`config.mk`:
```
export PLATFORM = sky130hd
export DESIGN_NAME = lru_pool_with_byte_budget
export DESIGN_NICKNAME = d
export VERILOG_FILES = /design/src/rtl/lpwbb_pkg.sv /design/src/rtl/lpwbb_datapath.sv /design/src/rtl/lpwbb_ctrl.sv /design/src/rtl/lru_pool_with_byte_budget.sv
export SDC_FILE = /design/constraint.sdc
export NUM_CORES = 2
export LEC_CHECK = 0
export ABC_AREA = 1
export BUFFER_PORTS_ARGS = -buffer_cell sky130_fd_sc_hd__buf_2
export CORE_AREA = 10 10 495 497
export DETAILED_ROUTE_END_ITERATION = 12
export DIE_AREA = 0 0 505 507
export PLACE_DENSITY_LB_ADDON = 0.15
export SETUP_SLACK_MARGIN = 0.15
export SKIP_CTS_REPAIR_TIMING = 1
export SLEW_MARGIN = 20
export SYNTH_ARGS = -nofsm -noshare
export SYNTH_HDL_FRONTEND = slang
export SYNTH_SLANG_ARGS = --single-unit
export TNS_END_PERCENT = 50
```
`constraint.sdc`:
```
create_clock -name i_clk -period 10.8 [get_ports i_clk]
set_clock_uncertainty 0.15 [all_clocks]
set_input_delay 2.16 -clock i_clk [delete_from_list [all_inputs] [get_ports i_clk]]
set_output_delay 2.16 -clock i_clk [all_outputs]
set_load 0.1 [all_outputs]
```
`src/rtl/lpwbb_pkg.sv`:
```
// Shared types and constants of the LRU pool with byte budget.
package lpwbb_pkg;

    localparam int NumEntries = 16;
    localparam int SlotW      = $clog2(NumEntries);
    localparam int CountW     = $clog2(NumEntries + 1);
    localparam int DimW       = 15;
    localparam int FmtW       = 8;
    localparam int BppW       = 5;
    localparam int FootW      = 36;
    localparam int TotalW     = 48;
    localparam int CfgIdxW    = 2;
    localparam int CfgDataW   = 48;

    localparam logic [CfgIdxW-1:0] CfgEntryLimit = 2'd0;
    localparam logic [CfgIdxW-1:0] CfgByteBudget = 2'd1;
    localparam logic [CfgIdxW-1:0] CfgMemoryless = 2'd2;
    localparam logic [CfgIdxW-1:0] CfgDepthBpp   = 2'd3;

    localparam logic OpAcquire = 1'b0;
    localparam logic OpClear   = 1'b1;

    localparam logic [FootW-1:0]  FootMax  = {FootW{1'b1}};
    localparam logic [TotalW-1:0] TotalMax = {TotalW{1'b1}};

    // controller -> datapath
    typedef struct packed {
        logic load;      // capture input beat
        logic clear;     // empty the pool
        logic search;    // register tag match result
        logic mul1;      // first product stage
        logic mul2;      // second product stage
        logic promote;   // hit: update ranks
        logic insert;    // miss: write new entry
        logic evict;     // drop least recent entry
        logic fin;       // capture result
    } t_cmd;

    // datapath -> controller
    typedef struct packed {
        logic is_clear;
        logic hit;
        logic full;
        logic over;
    } t_status;

endpackage

```
`src/rtl/lpwbb_datapath.sv`:
```
// Datapath: entry store, tag match, footprint multiply, byte total.
module lpwbb_datapath (
    input  logic                              i_clk,
    input  logic                              i_rst_n,
    input  lpwbb_pkg::t_cmd                   i_cmd,
    output lpwbb_pkg::t_status                o_status,
    input  logic                              i_op,
    input  logic [lpwbb_pkg::DimW-1:0]        i_req_width,
    input  logic [lpwbb_pkg::DimW-1:0]        i_req_height,
    input  logic [lpwbb_pkg::FmtW-1:0]        i_color_format,
    input  logic                              i_msaa_on,
    input  logic [lpwbb_pkg::BppW-1:0]        i_color_bytes_per_pixel,
    input  logic [4:0]                        i_entry_limit,
    input  logic [lpwbb_pkg::TotalW-1:0]      i_byte_budget,
    input  logic                              i_memoryless_mode,
    input  logic [4:0]                        i_depth_bpp,
    output logic                              o_hit,
    output logic [lpwbb_pkg::SlotW-1:0]       o_slot,
    output logic [4:0]                        o_evicted_count,
    output logic [4:0]                        o_entry_count,
    output logic [lpwbb_pkg::TotalW-1:0]      o_total_bytes,
    output logic [lpwbb_pkg::FootW-1:0]       o_footprint
);
    localparam int N  = lpwbb_pkg::NumEntries;
    localparam int SW = lpwbb_pkg::SlotW;
    localparam int CW = lpwbb_pkg::CountW;

    logic                           r_op, r_msaa;
    logic [lpwbb_pkg::DimW-1:0]     r_w, r_h;
    logic [lpwbb_pkg::FmtW-1:0]     r_fmt;
    logic [lpwbb_pkg::BppW-1:0]     r_cbpp;

    logic [N-1:0]                   r_valid;
    logic [lpwbb_pkg::DimW-1:0]     r_ew [N];
    logic [lpwbb_pkg::DimW-1:0]     r_eh [N];
    logic [lpwbb_pkg::FmtW-1:0]     r_ef [N];
    logic                           r_em [N];
    logic [lpwbb_pkg::FootW-1:0]    r_eb [N];
    logic [SW-1:0]                  r_rank [N];
    logic [lpwbb_pkg::TotalW-1:0]   r_total;
    logic [CW-1:0]                  r_held;

    logic                           r_hit;
    logic [SW-1:0]                  r_slot;
    logic [CW-1:0]                  r_evicted;
    logic [29:0]                    r_px;
    logic [38:0]                    r_foot_raw;
    logic                           r_zero;

    logic [N-1:0]                   match;
    logic [SW-1:0]                  match_idx, free_idx, old_idx;
    logic [N-1:0]                   old_hit;
    logic [CW-1:0]                  limit;
    logic [7:0]                     bpp_sum;
    logic [lpwbb_pkg::FootW-1:0]    foot_sat;
    logic [lpwbb_pkg::TotalW:0]     add_sum;

    always_comb begin
        match_idx = '0;
        free_idx  = '0;
        old_idx   = '0;
        for (int i = N - 1; i >= 0; i--) begin
            match[i]   = r_valid[i] && r_ew[i] == r_w && r_eh[i] == r_h &&
                         r_ef[i] == r_fmt && r_em[i] == r_msaa;
            old_hit[i] = r_valid[i] && ({1'b0, r_rank[i]} + 1'b1) == r_held;
            if (match[i])   match_idx = SW'(i);
            if (!r_valid[i]) free_idx = SW'(i);
            if (old_hit[i]) old_idx = SW'(i);
        end
    end

    always_comb begin
        if (i_entry_limit == 5'd0) limit = CW'(1);
        else if (32'(i_entry_limit) > N) limit = CW'(N);
        else limit = CW'(i_entry_limit);
    end

    // depth*4 + color*4 with MSAA, depth alone without
    assign bpp_sum = r_msaa ? (8'(i_depth_bpp) << 2) + (8'(r_cbpp) << 2)
                            : 8'(i_depth_bpp);
    assign foot_sat = r_zero ? '0 :
                      (r_foot_raw > 39'(lpwbb_pkg::FootMax)) ? lpwbb_pkg::FootMax
                                                             : r_foot_raw[35:0];
    assign add_sum = {1'b0, r_total} + 49'(foot_sat);

    assign o_status.is_clear = r_op;
    assign o_status.hit      = r_hit;
    assign o_status.full     = r_held >= CW'(N);
    assign o_status.over     = r_held > CW'(1) &&
                               (r_held > limit || r_total > i_byte_budget);

    always_ff @(posedge i_clk) begin
        if (i_cmd.load) begin
            r_op   <= i_op;
            r_w    <= i_req_width;
            r_h    <= i_req_height;
            r_fmt  <= i_color_format;
            r_msaa <= i_msaa_on;
            r_cbpp <= i_color_bytes_per_pixel;
        end
        if (i_cmd.search) begin
            r_hit  <= |match;
            r_slot <= match_idx;
        end
        if (i_cmd.mul1) begin
            r_px   <= 30'(r_w) * 30'(r_h);
            r_zero <= i_memoryless_mode || r_w == '0 || r_h == '0;
        end
        if (i_cmd.mul2) r_foot_raw <= 39'(r_px) * 39'(bpp_sum);
        if (i_cmd.insert) begin
            r_slot       <= free_idx;
            r_ew[free_idx] <= r_w;
            r_eh[free_idx] <= r_h;
            r_ef[free_idx] <= r_fmt;
            r_em[free_idx] <= r_msaa;
            r_eb[free_idx] <= foot_sat;
        end
        for (int i = 0; i < N; i++) begin
            if (i_cmd.promote && r_valid[i] && r_rank[i] < r_rank[r_slot])
                r_rank[i] <= r_rank[i] + 1'b1;
            if (i_cmd.insert && r_valid[i]) r_rank[i] <= r_rank[i] + 1'b1;
        end
        if (i_cmd.promote) r_rank[r_slot] <= '0;
        if (i_cmd.insert)  r_rank[free_idx] <= '0;
        if (i_cmd.fin) begin
            o_hit           <= !r_op && r_hit;
            o_slot          <= r_op ? '0 : r_slot;
            o_evicted_count <= 5'(r_evicted);
            o_entry_count   <= 5'(r_held);
            o_total_bytes   <= r_total;
            o_footprint     <= r_op ? '0 : r_hit ? r_eb[r_slot] : foot_sat;
        end
    end

    always_ff @(posedge i_clk) begin
        if (!i_rst_n) begin
            r_valid   <= '0;
            r_total   <= '0;
            r_held    <= '0;
            r_evicted <= '0;
        end else begin
            if (i_cmd.load) r_evicted <= '0;
            if (i_cmd.clear) begin
                r_valid <= '0;
                r_total <= '0;
                r_held  <= '0;
            end else if (i_cmd.evict) begin
                r_valid[old_idx] <= 1'b0;
                r_total   <= (r_total >= 48'(r_eb[old_idx])) ? r_total - 48'(r_eb[old_idx])
                                                             : '0;
                r_held    <= r_held - 1'b1;
                r_evicted <= r_evicted + 1'b1;
            end else if (i_cmd.insert) begin
                r_valid[free_idx] <= 1'b1;
                r_held  <= r_held + 1'b1;
                r_total <= add_sum[lpwbb_pkg::TotalW] ? lpwbb_pkg::TotalMax
                                                      : add_sum[lpwbb_pkg::TotalW-1:0];
            end
        end
    end
endmodule

```
`src/rtl/lpwbb_ctrl.sv`:
```
// Controller: sequences search, multiply, insert and eviction walk.
module lpwbb_ctrl (
    input  logic               i_clk,
    input  logic               i_rst_n,
    input  logic               i_in_valid,
    output logic               o_in_ready,
    output logic               o_out_valid,
    input  logic               i_out_ready,
    input  lpwbb_pkg::t_status i_status,
    output lpwbb_pkg::t_cmd    o_cmd
);
    typedef enum logic [2:0] {
        S_IDLE, S_SEARCH, S_DECIDE, S_MUL, S_INSERT, S_EVICT, S_FIN
    } t_state;

    t_state r_state;
    logic   r_out_valid;

    assign o_in_ready  = r_state == S_IDLE && (!r_out_valid || i_out_ready);
    assign o_out_valid = r_out_valid;

    always_comb begin
        o_cmd        = '0;
        o_cmd.load   = i_in_valid && o_in_ready;
        o_cmd.search = r_state == S_SEARCH;
        o_cmd.mul1   = r_state == S_SEARCH;
        o_cmd.clear  = r_state == S_DECIDE && i_status.is_clear;
        o_cmd.promote = r_state == S_DECIDE && !i_status.is_clear && i_status.hit;
        o_cmd.mul2   = r_state == S_MUL;
        o_cmd.evict  = (r_state == S_MUL && i_status.full) ||
                       (r_state == S_EVICT && i_status.over);
        o_cmd.insert = r_state == S_INSERT;
        o_cmd.fin    = r_state == S_FIN;
    end

    always_ff @(posedge i_clk) begin
        if (!i_rst_n) begin
            r_state     <= S_IDLE;
            r_out_valid <= 1'b0;
        end else begin
            if (i_out_ready) r_out_valid <= 1'b0;
            unique case (r_state)
                S_IDLE:   if (o_cmd.load) r_state <= S_SEARCH;
                S_SEARCH: r_state <= S_DECIDE;
                S_DECIDE: r_state <= (i_status.is_clear || i_status.hit) ? S_FIN : S_MUL;
                S_MUL:    r_state <= S_INSERT;
                S_INSERT: r_state <= S_EVICT;
                S_EVICT:  if (!i_status.over) r_state <= S_FIN;
                S_FIN: begin
                    r_out_valid <= 1'b1;
                    r_state     <= S_IDLE;
                end
                default:  r_state <= S_IDLE;
            endcase
        end
    end
endmodule

```
`src/rtl/lru_pool_with_byte_budget.sv`:
```
// Top level of the LRU attachment pool with entry and byte limits.
//   channel | direction | handshake                  | payload
//   in      | input     | i_in_valid / o_in_ready    | op, key, color bpp
//   out     | output    | o_out_valid / i_out_ready  | hit, slot, counts, bytes
//   cfg     | input     | i_cfg_valid / o_cfg_ready  | index, data
// One item at a time: a hit or clear steps through search, decide and finish;
// a miss adds multiply, insert and an eviction state held while over a limit;
// the eviction that frees a slot in a full pool overlaps the second multiply stage.
// Synchronous active-low reset empties the pool and loads register defaults.
// A result holds in the output register until taken; the next item is taken
// in the same cycle the previous result leaves.
module lru_pool_with_byte_budget (
    input  logic                              i_clk,
    input  logic                              i_rst_n,
    input  logic                              i_in_valid,
    output logic                              o_in_ready,
    input  logic                              i_op,
    input  logic [lpwbb_pkg::DimW-1:0]        i_req_width,
    input  logic [lpwbb_pkg::DimW-1:0]        i_req_height,
    input  logic [lpwbb_pkg::FmtW-1:0]        i_color_format,
    input  logic                              i_msaa_on,
    input  logic [lpwbb_pkg::BppW-1:0]        i_color_bytes_per_pixel,
    output logic                              o_out_valid,
    input  logic                              i_out_ready,
    output logic                              o_hit,
    output logic [lpwbb_pkg::SlotW-1:0]       o_slot,
    output logic [4:0]                        o_evicted_count,
    output logic [4:0]                        o_entry_count,
    output logic [lpwbb_pkg::TotalW-1:0]      o_total_bytes,
    output logic [lpwbb_pkg::FootW-1:0]       o_footprint,
    input  logic                              i_cfg_valid,
    output logic                              o_cfg_ready,
    input  logic [lpwbb_pkg::CfgIdxW-1:0]     i_cfg_index,
    input  logic [lpwbb_pkg::CfgDataW-1:0]    i_cfg_data
);
    lpwbb_pkg::t_cmd    cmd;
    lpwbb_pkg::t_status status;

    logic [4:0]                   r_entry_limit;
    logic [lpwbb_pkg::TotalW-1:0] r_byte_budget;
    logic                         r_memoryless;
    logic [4:0]                   r_depth_bpp;

    assign o_cfg_ready = 1'b1;

    always_ff @(posedge i_clk) begin
        if (!i_rst_n) begin
            r_entry_limit <= 5'd16;
            r_byte_budget <= 48'd67108864;
            r_memoryless  <= 1'b0;
            r_depth_bpp   <= 5'd4;
        end else if (i_cfg_valid) begin
            unique case (i_cfg_index)
                lpwbb_pkg::CfgEntryLimit: r_entry_limit <= i_cfg_data[4:0];
                lpwbb_pkg::CfgByteBudget: r_byte_budget <= i_cfg_data;
                lpwbb_pkg::CfgMemoryless: r_memoryless  <= i_cfg_data[0];
                lpwbb_pkg::CfgDepthBpp:   r_depth_bpp   <= i_cfg_data[4:0];
                default: ;
            endcase
        end
    end

    lpwbb_ctrl u_ctrl (
        .i_clk, .i_rst_n, .i_in_valid, .o_in_ready, .o_out_valid, .i_out_ready,
        .i_status(status), .o_cmd(cmd)
    );

    lpwbb_datapath u_dp (
        .i_clk, .i_rst_n, .i_cmd(cmd), .o_status(status),
        .i_op, .i_req_width, .i_req_height, .i_color_format, .i_msaa_on,
        .i_color_bytes_per_pixel,
        .i_entry_limit(r_entry_limit), .i_byte_budget(r_byte_budget),
        .i_memoryless_mode(r_memoryless), .i_depth_bpp(r_depth_bpp),
        .o_hit, .o_slot, .o_evicted_count, .o_entry_count, .o_total_bytes, .o_footprint
    );

`ifndef NO_ASSERTIONS
    a_cnt_range: assert property (@(posedge i_clk) disable iff (!i_rst_n)
        o_out_valid |-> o_entry_count <= 5'(lpwbb_pkg::NumEntries))
        else $error("entry count above capacity");
    a_hit_no_evict: assert property (@(posedge i_clk) disable iff (!i_rst_n)
        (o_out_valid && o_hit) |-> o_evicted_count == 5'd0)
        else $error("eviction on hit");
    a_no_accept_busy: assert property (@(posedge i_clk) disable iff (!i_rst_n)
        (i_in_valid && o_in_ready) |=> !o_in_ready)
        else $error("second item accepted while busy");
`endif
endmodule

```
## After elaboration in Yosys (flattened, before gate mapping)

Memory sizes are Yosys's and may differ from the RTL's. A register that Yosys moved wholly into a read port is not among the register bits.
Index checks and enable logic that the tools add are counted.

- Memories kept: 6
- Memory bits (writable): 1264
- Bits in latches: 0
- Output and inout bits: 102
- Input bits: 100
- Memory bits (read-only): 0
- Flip-flop bits (word level): 355

- Shift-type cells: 0
- Multipliers: 2
- Bitwise logic cells: 20
- Reduce and logical (&&, ||, !) cells: 163
- Add/subtract/negate cells: 38
- Mux-type cells: 166
- Div/mod/pow operators: 0
- Equality and inequality tests: 91
- Order comparisons: 27

Memory list:

| memory | depth | width | read ports | clocked after Yosys merged registers in | write ports | RTL line | source |
|---|---|---|---|---|---|---|---|
| u_dp.r_eb | 16 | 36 | 2 | 1 | 1 | lpwbb_datapath.sv:38 | `logic [lpwbb_pkg::FootW-1:0] r_eb [N];` |
| u_dp.r_eh | 16 | 15 | 16 | 0 | 1 | lpwbb_datapath.sv:35 | `logic [lpwbb_pkg::DimW-1:0] r_eh [N];` |
| u_dp.r_ew | 16 | 15 | 16 | 0 | 1 | lpwbb_datapath.sv:34 | `logic [lpwbb_pkg::DimW-1:0] r_ew [N];` |
| u_dp.r_ef | 16 | 8 | 16 | 0 | 1 | lpwbb_datapath.sv:36 | `logic [lpwbb_pkg::FmtW-1:0] r_ef [N];` |
| u_dp.r_rank | 16 | 4 | 17 | 1 | 17 | lpwbb_datapath.sv:39 | `logic [SW-1:0] r_rank [N];` |
| u_dp.r_em | 16 | 1 | 16 | 0 | 1 | lpwbb_datapath.sv:37 | `logic r_em [N];` |

Operators by type and width:

| operator | number |
|---|---|
| $eq A15 B15 Y1 | 32 |
| $mux W4 | 70 |
| $mux W48 | 4 |
| $logic_and A1 B1 Y1 | 139 |
| $eq A8 B8 Y1 | 16 |
| $mux W36 | 3 |
| $add A4 B1 Y5 const B | 16 |
| $eq A5 B5 Y1 | 16 |
| $mux W1 | 73 |
| $add A4 B1 Y4 const B | 16 |
| $lt A4 B4 Y1 | 16 |
| $add A48 B36 Y49 | 1 |
| $ge A48 B36 Y1 | 1 |
| $gt A48 B48 Y1 | 1 |
| $sub A48 B36 Y48 | 1 |
| $gt A38 B36 Y1 const B | 1 |
| $mul A30 B8 Y38 | 1 |
| $mux W5 | 7 |
| $mux W16 | 2 |
| $logic_not A15 Y1 | 2 |
| $mul A15 B15 Y30 | 1 |
| $pmux W3 S6 | 1 |
| $and A16 B16 Y16 | 1 |
| $eq A1 B1 Y1 | 16 |
| 32 further kinds | 70 |

## Longest topological paths before layout

An unclocked memory read counts as a cell.

- Depth in word-level cells: 27
- Depth in mapped cells: 53
- Gate-level depth less buffers: 51

## Hierarchy

From an unflattened synthesis, not the netlist that was laid out.

- Cell total of the unflattened synthesis: 10657
- Area, all modules: 97272.0 um2

By module, submodules not included:

| module | cells an instance | area each (um2) | sequential area each (um2) | times used |
|---|---|---|---|---|
| lpwbb_datapath | 10227 | 94521.9 | 45423.6 | 1 |
| lru_pool_with_byte_budget | 377 | 2458.6 | 1181.1 | 1 |
| lpwbb_ctrl | 53 | 291.5 | 80.1 | 1 |

## Worst setup path after synthesis

Ideal clock, no wire load.

- Path kind: reg2reg
- Start: register u_dp.r_valid[7]
- End: register u_dp.r_valid[10]
- Stages on the path, launching flop included: 13
- Data arrival time: 9.028 ns
- Data required time: 10.553 ns
- Path buffers: 0
- Setup time: 0.097 ns
- Setup slack: 1.526 ns
- Cells stage by stage: dfxtp_1 > inv_1 > nor3_1 > inv_1 > a21oi_1 > inv_1 > nor2_1 > inv_1 > nor2_1 > inv_1 > nor4_1 > o21ai_0 > a21oi_1

- Cells in the longest elaborated chain, start to end: 16

Ends and longest elaborated chain:

| what | RTL line | source |
|---|---|---|
| start: declaration | lpwbb_datapath.sv:33 | `logic [N-1:0] r_valid;` |
| start signal: assignment | lpwbb_datapath.sv:137 | `r_valid <= '0;` |
| start signal: assignment | lpwbb_datapath.sv:144 | `r_valid <= '0;` |
| start signal: indexed assignment | lpwbb_datapath.sv:148 | `r_valid[old_idx] <= 1'b0;` |
| $logic_and A1 B1 Y1 | lpwbb_datapath.sv:65 | `old_hit[i] = r_valid[i] && ({1'b0, r_rank[i]} + 1'b1) == r_held;` |
| $mux W4 (8 in series) | lpwbb_datapath.sv:68 | `if (old_hit[i]) old_idx = SW'(i);` |
| $lt A4 B5 Y1 (implied by the code) / $ge A4 B1 Y1 (equally long branches) | lpwbb_datapath.sv:148 |  |
| $logic_and A1 B1 Y1 (implied by the code) | lpwbb_datapath.sv:148 |  |
| $mux W1 (implied by the code) | lpwbb_datapath.sv:148 |  |
| $demux W1 S4 | - |  |
| $not A16 Y16 (no line) | - |  |
| $and A16 B16 Y16 (no line) | - |  |
| $mux W16 * | lpwbb_datapath.sv:147 | `end else if (i_cmd.evict) begin` |

Every way passes the cells marked *; elsewhere a longest branch is shown, timed or not. The select of a mux whose other input is x is not followed.
A chain may end at the register's enable or synchronous reset.

## Final worst setup path

- Start: register u_dp.r_held[0]
- End: register u_dp.r_total[40] (netlist name)

- Cells in the longest elaborated chain, start to end: 22

Ends and longest elaborated chain:

| what | RTL line | source |
|---|---|---|
| start: declaration | lpwbb_datapath.sv:41 | `logic [CW-1:0] r_held;` |
| start signal: assignment | lpwbb_datapath.sv:151 | `r_held <= r_held - 1'b1;` |
| start signal: assignment | lpwbb_datapath.sv:155 | `r_held <= r_held + 1'b1;` |
| $eq A5 B5 Y1 | lpwbb_datapath.sv:65 |  |
| $logic_and A1 B1 Y1 | lpwbb_datapath.sv:65 |  |
| $mux W4 (16 in series) | lpwbb_datapath.sv:68 |  |
| $mem_v2 Z16 W36 | - |  |
| $sub A48 B36 Y48 / $ge A48 B36 Y1 (equally long branches) | lpwbb_datapath.sv:149 | `r_total <= (r_total >= 48'(r_eb[old_idx])) ? r_total - 48'(r_eb[old_idx])` |
| $mux W48 | lpwbb_datapath.sv:149 |  |
| $mux W48 | lpwbb_datapath.sv:147 |  |
| end signal: assignment | lpwbb_datapath.sv:149 |  |
| end signal: assignment | lpwbb_datapath.sv:156 | `r_total <= add_sum[lpwbb_pkg::TotalW] ? lpwbb_pkg::TotalMax` |
| end: declaration | lpwbb_datapath.sv:40 | `logic [lpwbb_pkg::TotalW-1:0] r_total;` |

Parallel ways exist; a longest one is shown, timed or not.

==> run_results.csv <==
group,metric,value,unit
run_status,status,"finished with violations",
run_status,violations,"design-rule violations",
finish,multi_input_area,42390,um^2
setup_path,startpoint_type,"register",
hold_path,hp-class,"reg2reg",
logic_synthesis,synth-seq-area-share,0.4864,
grt,grt_max_degree,164,
finish,final_cells,13804,
logic_synthesis,syn_area,95980,um^2
timing,post-route-period-util,0.7897,
timing,finalMaxSlewViolations,0,
setup_path,rr_worst_depth,45,
floorplanning,row_count,178,
floorplanning,die_h,507,um
cts,clk_pin_slew,0.07,ns
logic_synthesis,yosys_warnings,0,
logic_synthesis,synth_fp_nets,11201,
placement,portBuffers,200,
grt,grt.total_usage,0.2687,
floorplanning,start_util,0.4089,
cts,clkSinkCount,1623,
cts,clock_latency,0.89,ns
timing,period_needed,8.529,ns
setup_path,critPathCaptureType,"register",
job,cap_violations,0,
finish,areaGrowthSynthToFinish,11.01,%
route,ant_nets,0,
finish,drive_above_1_share,0.07307,
placement,hpwl,230900,um
floorplanning,io-pin-count,202,
hold_path,hp-start,"r_byte_budget[4]",
route,viasPerCell,5.683,
timing,rsz0062_at_grt,"no",
cts,cts_buffers,183,
route,first_pass_iters,12,
timing,hold_viol_final,0,
grt,grt_pass1_vias,77604,
setup_path,crit_top_cell,"nand2_1",
timing,max_freq,0.1172,GHz
floorplanning,die_w,505,um
logic_synthesis,synth-edff-count,1418,
setup_path,worstReg2RegEnd,"u_dp.r_total[40]",
finish,final_common_cell,"nand2_1",
logic_synthesis,ys.flop_type,"edfxtp_1",
timing,tns,0,ns
logic_synthesis,synth.distinct_cells,63,
cts,cts-root-buf,"clkbuf_16",
setup_path,r2r_slack,2.27,ns
timing,worst_pin_slew,1.214,ns
finish,nets,11281,
power_and_ir_drop,powerDensity,333.5,nW/um^2
route,drcViolationCount,2,
timing,slew_headroom,0.1852,
finish,seqCellArea,46700,um^2
power_and_ir_drop,irDropWorstVdd,0.7678,mV
placement,dp.cells,13458,
cts,h-tree-depth,4,
setup_path,reg2reg_from,"u_dp.r_held[0]",
setup_path,critPathTopFamily,"simple AND/OR/NAND/NOR gates",
floorplanning,dieArea,256000,um^2
setup_path,max_stage_delay,0.98,ns
logic_synthesis,syn_inst,10413,
finish,final_cell_mix,"2498 x nand2_1, 1418 x edfxtp_1, 1243 x inv_1",
logic_synthesis,synth-async-reset-ratio,0,
grt,grt_pass1_wl,516800,um
floorplanning,coreArea,234700,um^2
grt,antenna_found_initial,12,
placement,place.gp.congestion,0.9239,
grt,overflow,0,
hold_path,hold_path_depth,2,
cts,cts_tree,"built",
logic_synthesis,synth_seq_cells,1623,
route,totalWireLength,356800,um
route,vias,78451,
setup_path,cp_data_required_time,11.41,ns
timing,setup_viol,0,
setup_path,crit_buf_inv,6,
setup_path,cp_slowest_cell,"dfxtp_1",
setup_path,path_class,"reg2reg",
cts,ctsLongestPathBuffers,3,
logic_synthesis,syn_area_per_cell,9.217,um^2
finish,fill_cells,22538,
setup_path,crit_arrival,9.14,ns
setup_path,cp_max_fo,125,
route,wl_per_cell,25.85,um
power_and_ir_drop,leakage,44.34,nW
route,drt-initial-drc-count,8759,
hold_path,holdPathEnd,"r_byte_budget[4]",
==> registers in the layout, summed over array words and instances (netlist names), 5 cells and up, named ones only <==
signal,flops
u_dp.o_footprint,36
r_depth_bpp,5
u_dp.r_valid,16
u_dp.r_ew,240
u_dp.r_eh,240
u_dp.o_evicted_count,5
u_dp.r_foot_raw,38
u_dp.o_total_bytes,48
u_dp.r_w,15
u_dp.r_px,30
u_dp.r_fmt,8
u_dp.r_rank,64
u_dp.r_h,15
u_dp.r_held,5
u_dp.r_total,48
u_dp.r_ef,128
u_dp.r_eb,576
u_dp.r_cbpp,5
r_entry_limit,5
r_byte_budget,48
u_dp.o_entry_count,5
u_dp.r_evicted,5
u_dp.r_em,16
==> kinds of logic (layout without fill, tap and decap cells) <==
kind of cell    count (synthesis)  in the layout  share of synthesized area
compound gates               1937           1937                     0.1152
xor+xnor                      387            387                    0.03531
flops                        1623           1623                     0.4864
fa+ha+maj                     688            688                     0.1161
buf+inv                      1797           2032                    0.07378
mux                            31             31                   0.003337
simple gates                 3949           3949                     0.1698
other cells                     1              7                 0.00003907
==> worst register-to-register path, delay by kind of cell, from the launching register on <==
family                   cells  cell delay (ns)
AO/OA/AOI/OAI                5             0.96
flip-flops                   1             0.98
adder cells (fa/ha/maj)      2             0.69
AND/OR/NAND/NOR             32             4.41
buffers and inverters        6             1.24
==> Yosys cell counts, drive strengths merged, types with 23 or more instances <==
master     n  share of area
nand3    482          0.025
clkbuf   307          0.012
inv     1274          0.050
nand2   2501          0.098
nand3b    59         0.0046
a21oi    534          0.028
fa       338          0.070
ha       350          0.046
xnor2    174          0.016
nand4     86         0.0056
o21ai    845          0.044
a22o      62         0.0057
o21a      33         0.0026
dfxtp    205          0.043
nor4      87         0.0057
a31oi     37         0.0024
edfxtp  1418           0.44
o221ai    39         0.0036
nor3      51         0.0027
buf      202          0.011
o22ai    179          0.012
a221oi    23         0.0021
nor2     637          0.025
xor2     213          0.019
mux2i     23         0.0024
o211ai    70         0.0055
a211oi    39         0.0031
==> where the power goes <==
part	internal, mW	switching [mW]
clock	3.54	2.76
combinational	7.27	13.2
sequential	8.32	0.473
total	19.1	16.4
==> final cells by class <==
class,count,share of cell area
clock buffer,228,0.04589
timing repair buffer,404,0.02424
clock inverter,112,0.01112
multi-input combinational,6993,0.3978
tap,3150,0.03699
inverter,1288,0.04552
sequential,1623,0.4383
antenna,6,0.0001409
==> stage by stage <==
step	area, um^2	worst slack, ns	total power [mW]	utilization	hold WS (ns)
floorplan	95980	1.526	23.10	-	0.2742
global placement	100500	2.402	29.19	0.4279	0.2970
detailed placement	100500	2.316	29.41	0.4279	0.3049
CTS	106500	2.270	35.80	0.4538	0.3130
global route	106500	1.791	38.81	0.4538	0.3272
finish	106500	2.271	35.54	0.4539	0.3114
==> worst max-delay path by stage <==
| stage | start | to | slack [ns] | cells past startpoint |
|---|---|---|---|---|
| after global routing | u_dp.r_held[0] | u_dp.r_total[40] | 1.79 | 45 |
| after global placement | u_dp.r_msaa | u_dp.r_foot_raw[37] | 2.40 | 29 |
| after CTS | u_dp.r_msaa | u_dp.r_foot_raw[37] | 2.27 | 29 |
| final | u_dp.r_held[0] | u_dp.r_total[40] | 2.27 | 45 |
| after detailed placement | u_dp.r_msaa | u_dp.r_foot_raw[37] | 2.32 | 29 |
| after floorplan | u_dp.r_valid[7] | u_dp.r_valid[10] | 1.53 | 12 |
==> per-layer routing <==
metal | global-route usage | vias up | part of all wire
met1 | 0.3409 | 38550 | 0.40
met2 | 0.4428 | 3704 | 0.46
met4 | 0.1389 | 6 | 0.060
met5 | 0 | - | 0.00015
li1 | - | 35317 | -
met3 | 0.04360 | 874 | 0.082
Note: power is estimated with default switching activity, not from simulation.
